File: src/rtl/shdpl_pkg.sv
// Package for the string hash double-probe lookup block.
// Mode codes, table dimensions and shared types. No dependencies.
package shdpl_pkg;

    localparam logic [1:0] MODE_LOAD_CHAR = 2'd0;
    localparam logic [1:0] MODE_SET_USED  = 2'd1;
    localparam logic [1:0] MODE_QUERY     = 2'd2;

    localparam int TABLE_DEPTH = 1024;
    localparam int WORD_CHARS  = 64;

    localparam int CHAR_W = 7;
    localparam int HASH_W = 32;

    typedef struct packed {
        logic [9:0] found_bucket;
        logic       matched;
        logic       table_full;
        logic       too_long;
    } result_t;

endpackage

File: src/rtl/shdpl_mod.sv
// Sequential remainder unit: a % d, one quotient bit per cycle.
// Depends on shdpl_pkg for widths.
module shdpl_mod #(
    parameter int DW = 21
) (
    input  logic                        aclk,
    input  logic                        aresetn,
    input  logic                        start,
    input  logic [shdpl_pkg::HASH_W-1:0] dividend,
    input  logic [DW-1:0]               divisor,
    output logic                        done,
    output logic [DW-1:0]               remainder
);
    localparam int CW = $clog2(shdpl_pkg::HASH_W + 1);

    logic [shdpl_pkg::HASH_W-1:0] q_reg, q_next;
    logic [DW:0]                  r_reg, r_next;
    logic [CW-1:0]                cnt_reg, cnt_next;
    logic                         busy_reg, busy_next;
    logic                         done_reg, done_next;
    logic [DW:0]                  shifted;

    always_comb begin
        q_next    = q_reg;
        r_next    = r_reg;
        cnt_next  = cnt_reg;
        busy_next = busy_reg;
        done_next = 1'b0;
        shifted   = {r_reg[DW-1:0], q_reg[shdpl_pkg::HASH_W-1]};
        if (start) begin
            q_next    = dividend;
            r_next    = '0;
            cnt_next  = CW'(shdpl_pkg::HASH_W);
            busy_next = 1'b1;
        end else if (busy_reg) begin
            q_next = {q_reg[shdpl_pkg::HASH_W-2:0], 1'b0};
            if (shifted >= {1'b0, divisor}) begin
                r_next = shifted - {1'b0, divisor};
            end else begin
                r_next = shifted;
            end
            cnt_next = cnt_reg - CW'(1);
            if (cnt_reg == CW'(1)) begin
                busy_next = 1'b0;
                done_next = 1'b1;
            end
        end
    end

    always_ff @(posedge aclk) begin
        if (!aresetn) begin
            busy_reg <= 1'b0;
            done_reg <= 1'b0;
            cnt_reg  <= '0;
        end else begin
            busy_reg <= busy_next;
            done_reg <= done_next;
            cnt_reg  <= cnt_next;
        end
        q_reg <= q_next;
        r_reg <= r_next;
    end

    assign done      = done_reg;
    assign remainder = r_reg[DW-1:0];
endmodule

File: config.mk
export PLATFORM = sky130hd
export DESIGN_NAME = shdpl_mod
export DESIGN_NICKNAME = d
export VERILOG_FILES = /design/src/rtl/shdpl_pkg.sv /design/src/rtl/shdpl_mod.sv
export SDC_FILE = /design/constraint.sdc
export NUM_CORES = 1
export LEC_CHECK = 0
export ABC_AREA = 1
export CORE_ASPECT_RATIO = 0.75
export CORE_MARGIN = 1.5
export CORE_UTILIZATION = 43
export DETAILED_ROUTE_END_ITERATION = 7
export DONT_BUFFER_PORTS = 1
export GPL_TIMING_DRIVEN = 1
export PLACE_DENSITY = 0.65
export SLEW_MARGIN = 30
export SYNTH_ARGS = -nofsm -noshare
export SYNTH_HDL_FRONTEND = slang
export SYNTH_SLANG_ARGS = --single-unit
File: constraint.sdc
create_clock -name aclk -period 3 [get_ports aclk]
set_clock_uncertainty 0.15 [all_clocks]
set_input_delay 0.3 -clock aclk [delete_from_list [all_inputs] [get_ports aclk]]
set_output_delay 0.3 -clock aclk [all_outputs]
set_load 0.1 [all_outputs]
# Word level (Yosys, flattened, before mapping)
# Cells that the tools add are included.
[word_totals]
reg_bits = 61
out_inout_bits = 22
[op_classes]
addsub = 2
magnitude_cmp = 1
n_eq_ne = 1
mux = 9
n_bitwise = 2
reduce_logical = 3
[op_table]
columns = ["op", "n"]
rows = [
  ["two-way mux 32 bit", 2],
  [">= comparator 22 x 21 -> 1 bit", 1],
  ["two-way mux 21 bit", 1],
  ["subtractor 21 bit", 1],
  ["two-way mux 6 bit", 2],
  ["equality test 6 x 1 -> 1 bit, second input constant", 1],
  ["subtractor 6 x 1 -> 6 bit, second input constant", 1],
  ["two-way mux 1 bit", 4],
  ["OR reduction 3 bit", 1],
  ["NOT 1 bit", 2],
  ["nonzero test 2 bit", 1],
  ["OR reduction 2 bit", 1],
]

# Longest topological paths before layout
# Gate-level depths: netlist (run 1).
[depth]
word_depth = 4
depth_mapped = 17
depth_no_buf = 16

# Least setup slack after synthesis (run 1)
# Ideal clock, no wire load.
[synth_timing]
path_kind = "register -> register"
startpoint = "reg r_reg[10]"
endpoint = "reg r_reg[3]"
setup_ns = 0.139
t_arrival_ns = 2.374
path_slack_ns = 0.337
stages_incl_launch_ff = 13
cell_sequence = "dfxtp_1 ha_1 nand2_2 inv_2 nand2_2 inv_1 a21oi_2 nand2_2 nand2_4 buf_2 nand3_1 nand3_1 o21ai_1"
[synth_via]
elab_chain_cells = 2
[synth_lines]
columns = ["item", "line_no", "text"]
rows = [
  ["from (decl)", "shdpl_mod.sv:17", "logic [DW:0] r_reg, r_next;"],
  ["from (signal assigned)", "shdpl_mod.sv:61", "r_reg <= r_next;"],
  [">= comparator 22 x 21 -> 1 bit", "shdpl_mod.sv:37", "if (shifted >= {1'b0, divisor}) begin"],
  ["two-way mux 21 bit", "shdpl_mod.sv:37", ""],
]
# Every way passes these cells.
# A chain may end at the register's enable or synchronous reset.

# Worst setup path in the final report (run 1)
[layout_timing]
startpoint = "reg q_reg[31] (netlist name)"
endpoint = "reg r_reg[2]"
[layout_via]
elab_chain_cells = 2
word_cells_on_any_way = 3
classes_between = "add/sub: 1; order compare: 1; mux: 1"
[layout_lines]
columns = ["item", "line_no", "text"]
rows = [
  ["from (decl)", "shdpl_mod.sv:16", "logic [shdpl_pkg::HASH_W-1:0] q_reg, q_next;"],
  ["from (signal assigned)", "shdpl_mod.sv:60", "q_reg <= q_next;"],
  ["subtractor 21 bit / >= comparator 22 x 21 -> 1 bit (equally long branches)", "shdpl_mod.sv:38, shdpl_mod.sv:37", ""],
  ["two-way mux 21 bit *", "shdpl_mod.sv:37", ""],
]
# Every way passes the cells marked *; elsewhere a longest branch is shown, timed or not.

==> summary.txt, run 1 <==
Run status
  – Outcome: finished, final reports clean

Finish
  – Number of fill cells: between 900 and 1,000
  – Area Growth Syn to Fin: 13.64%
  – Commonest non-fill, non-tap cell in the layout: nand2_1
  – Nets@finish: between 700 and 800
  – Multi-input gate area: ~2300 um2
  – Ant. Diodes: 0
  – Most frequent cells in the layout: nand2_1, inv_1, nand3_1
  – Max FFs per register: 32
  – Sequential cell area: 1541 um2
  – Layout cells sized above 1: 0.1207

Power and ir drop
  – Lkg Pwr: roughly 2.6 nW
  – Pwr dens: about 440 nW/um2
  – Maximum vdd ir drop: approximately 0.32 mV

Timing
  – Count of pins over their slew limit: 0
  – Setup ws final: 0.2837 ns
  – Min Tclk post-route: 2.716 ns
  – Max Clock Freq: 368.2 MHz
  – Relative slew slack: 0.3678
  – Final setup vio count: 0
  – Final Hold Fails: 0
  – Worst-Margin Slew: around 0.95 ns
  – Final period util: 0.9054
  – RSZ-0062 raised after global routing: no
  – Fin Setup TNS: 0 ns

Logic synthesis
  – Post-synthesis sequential area ratio: 0.3554
  – FF+latch count, synth: 61
  – Syn Std Cell Area: between 4000 and 5000 um2
  – Ys Warns: 0
  – Unique cell type count in the Yosys netlist: 37
  – Yosys top cell by area: nand2_1
  – Asr flop ratio synth: 0
  – XOR/XNOR share of the synthesized area: 0.01817
  – Main combinational cell family by area after synthesis: simple AND/OR/NAND/NOR gates
  – Synth Area in Simple Gates: 0.4087
  – Post-Syn Instances: 633
  – Ranking of synthesized cells by area: nand2_1, edfxtp_1, dfxtp_1
  – Number of synthesized flops with an enable pin: 32
  – Synth Flop Type: edfxtp_1
  – Top cell type's share of synthesized area: 0.2232
  – Adder-cell share of the synthesized area: 0.07095
  – Multiplexer share of the synthesized area: 0
  – Syn nets: approximately 710
  – Syn avg cell area: ~7 um2
  – Synth Area in Compound Gates: 0.03778

Global route
  – Overall global routing resource usage: 0.2044
  – Largest net degree at the start of global routing: roughly 40
  – First-pass GRT wire length: between 15 and 20 mm
  – Grt ovf: 0
  – Antenna violations before repair: 0
  – Vias in the first global route: about 3,500

Detailed routing
  – Post-DRT Antenna Nets: 0
  – Vias per inst: a little under 5
  – DR pass1 iterations: 5
  – Via Count: approximately 4,000
  – Routed len/inst: approximately 14 um
  – DRT iter0 DRCs: approximately 350
  – DRC viols: 0
  – Total wire length: ~11 mm

Job
  – MaxCap Viol Count: 0

Floorplanning
  – Initial cell density of the core: 0.4456
  – Rows: 31
  – DIE AREA: ~11,000 um2
  – Die Y-Extent: between 80 and 90 um
  – Die X: roughly 120 um
  – Total I/O pin count: ~80
  – Core Area: 9736 um2

Clocking
  – TritonCTS clock tree: done
  – Worst skew pair latency: ~0.33 ns
  – Cts bufs inserted: 9
  – Clock Tree Buf Depth: 2
  – Clock slew at reported path FFs: approximately 0.060 ns
  – Clk root buf: clkbuf_16
  – PostCTS Resize Cnt: 0
  – CTS H-tree depth: 3
  – Clock Sinks: a little over 60

Worst setup path
  – Max Fanout on Critical Path: 23
  – Most used cell, CP: nand2_1
  – Reg2Reg Setup Slack: ~0.28 ns
  – Crit path cell chain: inv_1, ha_1, inv_1, fa_1, nand2_1, nand2_1, nand3_1, nand2_1, nand2_1, nand2_2, nand2_4, nand2_4, nand2_1, nand3_1, o21ai_1
  – Worst R2R End: r_reg[2]
  – Delay-heaviest family, CP: simple AND/OR/NAND/NOR gates
  – Crit. End Element: flip-flop
  – Reg-to-reg critical path startpoint: q_reg[31]
  – Path depth of the worst reg2reg path: 15
  – Worst Path Buf+Inv: 2
  – CP arrival: 2.81 ns
  – Critical path type: flip-flop to flip-flop
  – Data required time of the critical path: between 3 and 4 ns
  – Max stage delay cell, worst path: fa_1
  – Worst path max stage delay: 0.44 ns
  – Startpoint Class: flip-flop

Placement
  – Port Buf Inserts: 0
  – Post-Place Setup Slack: between 0.3 and 0.4 ns
  – Routability Congestion: between 0.9 and 1
  – DP HPWL: around 8.0 mm

Worst hold path
  – Hold depth: 2
  – Hold Path Class: input pin to flip-flop
  – Start point of the worst hold path: start
  – Hold path endpoint: q_reg[19]
## synthesized netlist by cell type (all sizes together) (4+ instances only)
master  number
nand3b      11
buf          8
nand3       60
dfxtp       29
xnor2        7
a21oi       15
o21ai       11
ha          23
nor2        35
clkbuf       8
nand4        4
edfxtp      32
inv         96
clkinv       4
nor3         9
nand2      269
## kinds of logic after synthesis
| family | Yosys count |
|---|---|
| compound gates | 29 |
| fa+ha+maj | 24 |
| buf+inv | 116 |
| flops | 61 |
| simple gates | 394 |
| xor+xnor | 9 |
## how the worst max path moves through the flow
| stage | start | to | slack (ns) | depth (start not counted) |
|---|---|---|---|---|
| 6_report | q_reg[31] | r_reg[2] | 0.28 | 15 |
| 5_1_grt | q_reg[31] | r_reg[6] | 0.09 | 15 |
| 4_1_cts | q_reg[31] | r_reg[3] | 0.30 | 15 |
| 3_5_place_dp | q_reg[31] | r_reg[2] | 0.33 | 15 |
| 3_3_place_gp | q_reg[31] | r_reg[0] | 0.42 | 15 |
| 2_1_floorplan | r_reg[10] | r_reg[3] | 0.34 | 12 |
## power by group
| group | switching (W) | total, W | internal [W] |
|---|---|---|---|
| Clock | 0.000398 | 0.000983 | 0.000585 |
| Combinational | 0.000166 | 0.000245 | 0.0000787 |
| Sequential | 0.0000204 | 0.000964 | 0.000944 |
## per-stage QoR
step	total power (W)	utilization	std cells	hold slack [ns]	cell area, um2
global placement	0.001208	0.4718	774	0.2829	4593
CTS	0.002207	0.5043	793	0.003758	4910
global route	0.002283	0.5064	795	0.00009540	4930
floorplan	0.001164	-	633	0.2751	4338
finish	0.002192	0.5064	795	0.008964	4930
detailed placement	0.001218	0.4718	774	0.2836	4593
## metal layers
layer  GRT usage  vias to the layer above  wire, um
met4     0.05120                        0        86
met3     0.04949                        5       743
met5           0                        -         0
met1      0.3166                     1763      5546
met2      0.2810                      113      4431
li1            -                     2030         -
## cell type report
| cell class | instances | area share |
|---|---|---|
| Timing Repair Buffer | 30 | 0.04822 |
| Tap cell | 132 | 0.03350 |
| Clock buffer | 10 | 0.04848 |
| Inverter | 100 | 0.07614 |
| Multi-Input combinational cell | 456 | 0.4713 |
| Sequential cell | 61 | 0.3127 |
| Clock inverter | 6 | 0.009645 |
## what timing repair did
action	4_1_cts	5_1_grt
hold buffers	3	2
buffers inserted	0	0
endpoints found under the hold margin	3	1
Note: power is estimated with default switching activity, not from simulation.
==> run 2: changes to the inputs <==
Settings changed: PLACE_DENSITY 0.65 to 0.57.
==> run 2 against run 1 <==
Against the previous run:
- die area stayed put
- non-clock buffer count is 6 higher
- fmax is 3.5% higher
- wire length is 1.8% higher
- critical endpoint is now r_reg[0]
- largest power group unchanged
==> summary.txt, run 2 (same netlist as run 1, synthesis figures left out) <==
Clocking
  – CTS H-tree depth: 3 (unchanged)
  – Clock Sinks: 61 (unchanged)
  – PostCTS Resize Cnt: 0 (unchanged)
  – Cts bufs inserted: 9 (unchanged)
  – Clock Tree Buf Depth: 2 (unchanged)
  – Worst skew pair latency: 0.33 ns (about the same)
  – TritonCTS clock tree: done
  – Clk root buf: clkbuf_16
  – Clock slew at reported path FFs: 0.05 ns (about the same)

Global route
  – Overall global routing resource usage: 0.2128 (+0.008384)
  – Antenna violations before repair: 0 (unchanged)
  – Grt ovf: 0 (unchanged)
  – Largest net degree at the start of global routing: 41 (unchanged)
  – First-pass GRT wire length: 18.04 mm (+3.4%)
  – Vias in the first global route: 3,535 (+1.1%)

Worst setup path
  – Max Fanout on Critical Path: 20 (-13%)
  – Path depth of the worst reg2reg path: 15 (unchanged)
  – Critical path depth in cells: 15 (unchanged)
  – CP arrival: 2.73 ns (-0.08 ns)
  – Max stage delay cell, worst path: fa_1
  – Most used cell, CP: nand2_1
  – Delay-heaviest family, CP: simple AND/OR/NAND/NOR gates
  – Reg-to-reg critical path startpoint: q_reg[31]
  – Critical path type: flip-flop to flip-flop
  – Worst Path Buf+Inv: 2 (unchanged)
  – Data required time of the critical path: 3.10 ns (about the same)
  – Crit path from: q_reg[31]
  – Startpoint Class: flip-flop
  – Worst path max stage delay: 0.44 ns (about the same)
  – Crit path cell chain: inv_1, ha_1, inv_1, fa_1, nand2_1, nand2_1, nand3_1, nand2_1, nand2_1, nand2_2, nand2_4, nand2_4, nand2_1, nand3_1, o21ai_1
  – Crit. End Element: flip-flop

Timing
  – Max Clock Freq: 381.2 MHz (+3.5%)
  – Worst-Margin Slew: 0.9389 ns (-0.008114 ns)
  – Relative slew slack: 0.3732 (+0.005417)
  – Final Hold Fails: 0 (unchanged)
  – Final period util: 0.8744 (-0.03098)
  – Count of pins over their slew limit: 0 (unchanged)
  – RSZ-0062 raised after global routing: no
  – Min Tclk post-route: 2.623 ns (-0.09293 ns)
  – Fin Setup TNS: 0 ns (unchanged)
  – Final setup vio count: 0 (unchanged)

Finish
  – Number of fill cells: 1,031 (+5.9%)
  – Non-Filler Instances: 801 (+0.75%)
  – Layout cells sized above 1: 0.1196 (-0.001082)
  – Most frequent cells in the layout: nand2_1, inv_1, nand3_1
  – Commonest non-fill, non-tap cell in the layout: nand2_1
  – Ant. Diodes: 0 (unchanged)
  – Nets@finish: 744 (+0.81%)
  – Finished Cell Area: 5005 um2 (+1.5%)
  – Area Growth Syn to Fin: 15.37%
  – Max FFs per register: 32 (unchanged)

Floorplanning
  – DIE AREA: 10,710 um2 (unchanged)
  – Initial cell density of the core: 0.4456 (unchanged)
  – Core Area: 9736 um2 (unchanged)
  – Rows: 31 (unchanged)
  – Die Y-Extent: 89.99 um (unchanged)
  – Total I/O pin count: 78 (unchanged)
  – Die X: 119.0 um (unchanged)

Detailed routing
  – Routed len/inst: 13.73 um (+1.0%)
  – Via Count: 3,917 (+0.15%)
  – DRC viols: 0 (unchanged)
  – DR pass1 iterations: 5 (unchanged)
  – Vias per inst: 4.890 (-0.60%)
  – Post-DRT Antenna Nets: 0 (unchanged)
  – Total wire length: 11.00 mm (+1.8%)
  – DRT iter0 DRCs: 265 (-25%)

Run status
  – Outcome: finished, final reports clean

Power and ir drop
  – Total Power: 0.002275 W (+3.8%)
  – Pwr dens: 454.7 nW/um2 (+2.2%)
  – Maximum vdd ir drop: 0.2864 mV (-12%)
  – Lkg Pwr: 2.630 nW (+1.9%)

Worst hold path
  – Hold depth: 2 (unchanged)
  – Start point of the worst hold path: dividend[16]
  – Hold Path Class: input pin to flip-flop

Placement
  – Area after DPL: 4601 um2 (+0.16%)
  – Routability Congestion: 0.9274 (-2.1%)
  – Port Buf Inserts: 0 (unchanged)
  – Inst Count DP: 775 (+0.13%)
  – DP HPWL: 8.099 mm (+1.0%)

Job
  – MaxCap Viol Count: 0 (unchanged)
==> run 2: cell types whose count changed in the layout (fill, tap and decap cells not counted) <==
cell           delta
buf_4             +1
clkbuf_1          +1
bufinv_16         +1
clkinv_4          -1
clkbuf_8          +1
clkinvlp_4        -3
dlygate4sd3_1     +5
inv_6             -1
clkinv_2          +2
==> run 2: timing repair <==
action                    in CTS  in global routing
hold buffers                  10                  0
hold endpoints to repair      13                  0
setup buffers                  0                  0
==> run 2: final timing paths <==
kind	endpoint	slack, ns
setup reg to reg	r_reg[0]	0.38
hold / removal	q_reg[16]	0.008
hold reg to reg	cnt_reg[0]	0.34
setup / recovery	r_reg[0]	0.38
==> run 2: through the flow <==
step	utilization	setup slack (ns)	hold WS, ns
2_1_floorplan	-	0.3374	0.2751
3_3_place_gp	0.4726	0.5298	0.2812
3_5_place_dp	0.4726	0.4207	0.2810
4_1_cts	0.5141	0.3870	0.00003350
5_1_grt	0.5141	0.1542	0.00004816
6_report	0.5141	0.3767	0.008088
==> run 2: worst reg2reg max path, stage by stage (launching register included) <==
cell and delay (ns):
edfxtp_1 0.35, inv_1 0.08, ha_1 0.17, inv_1 0.09, fa_1 0.44, nand2_1 0.10, nand2_1 0.08, nand3_1 0.07
nand2_1 0.09, nand2_1 0.11, nand2_2 0.08, nand2_4 0.20, nand2_4 0.23, nand2_1 0.14, nand3_1 0.08, o21ai_1 0.08
==> run 2: per-layer routing <==
layer / up-vias / wire length, um / GRT usage / share of wire
met4: 0 / 79 / 0.03715 / 0.0072
met5: - / 0 / 0 / 0
met3: 11 / 750 / 0.06028 / 0.068
met1: 1741 / 5830 / 0.3393 / 0.53
li1: 2045 / - / - / -
met2: 120 / 4337 / 0.2820 / 0.39
==> run 2: where the power goes <==
| part | switching, W | internal, W |
|---|---|---|
| sequential | 0.0000192 | 0.000944 |
| clock | 0.000376 | 0.000685 |
| combinational | 0.000169 | 0.0000824 |
| total | 0.000564 | 0.00171 |
==> run 2: area by class of cell <==
type | instances | area [um2] | area share
clock inverter | 4 | 47.55 | 0.009500
sequential | 61 | 1541 | 0.3080
tap | 132 | 165.2 | 0.03300
timing repair buffer | 36 | 295.3 | 0.05900
multi-input combinational | 456 | 2323 | 0.4643
inverter | 100 | 375.4 | 0.07500
clock buffer | 12 | 256.5 | 0.05125
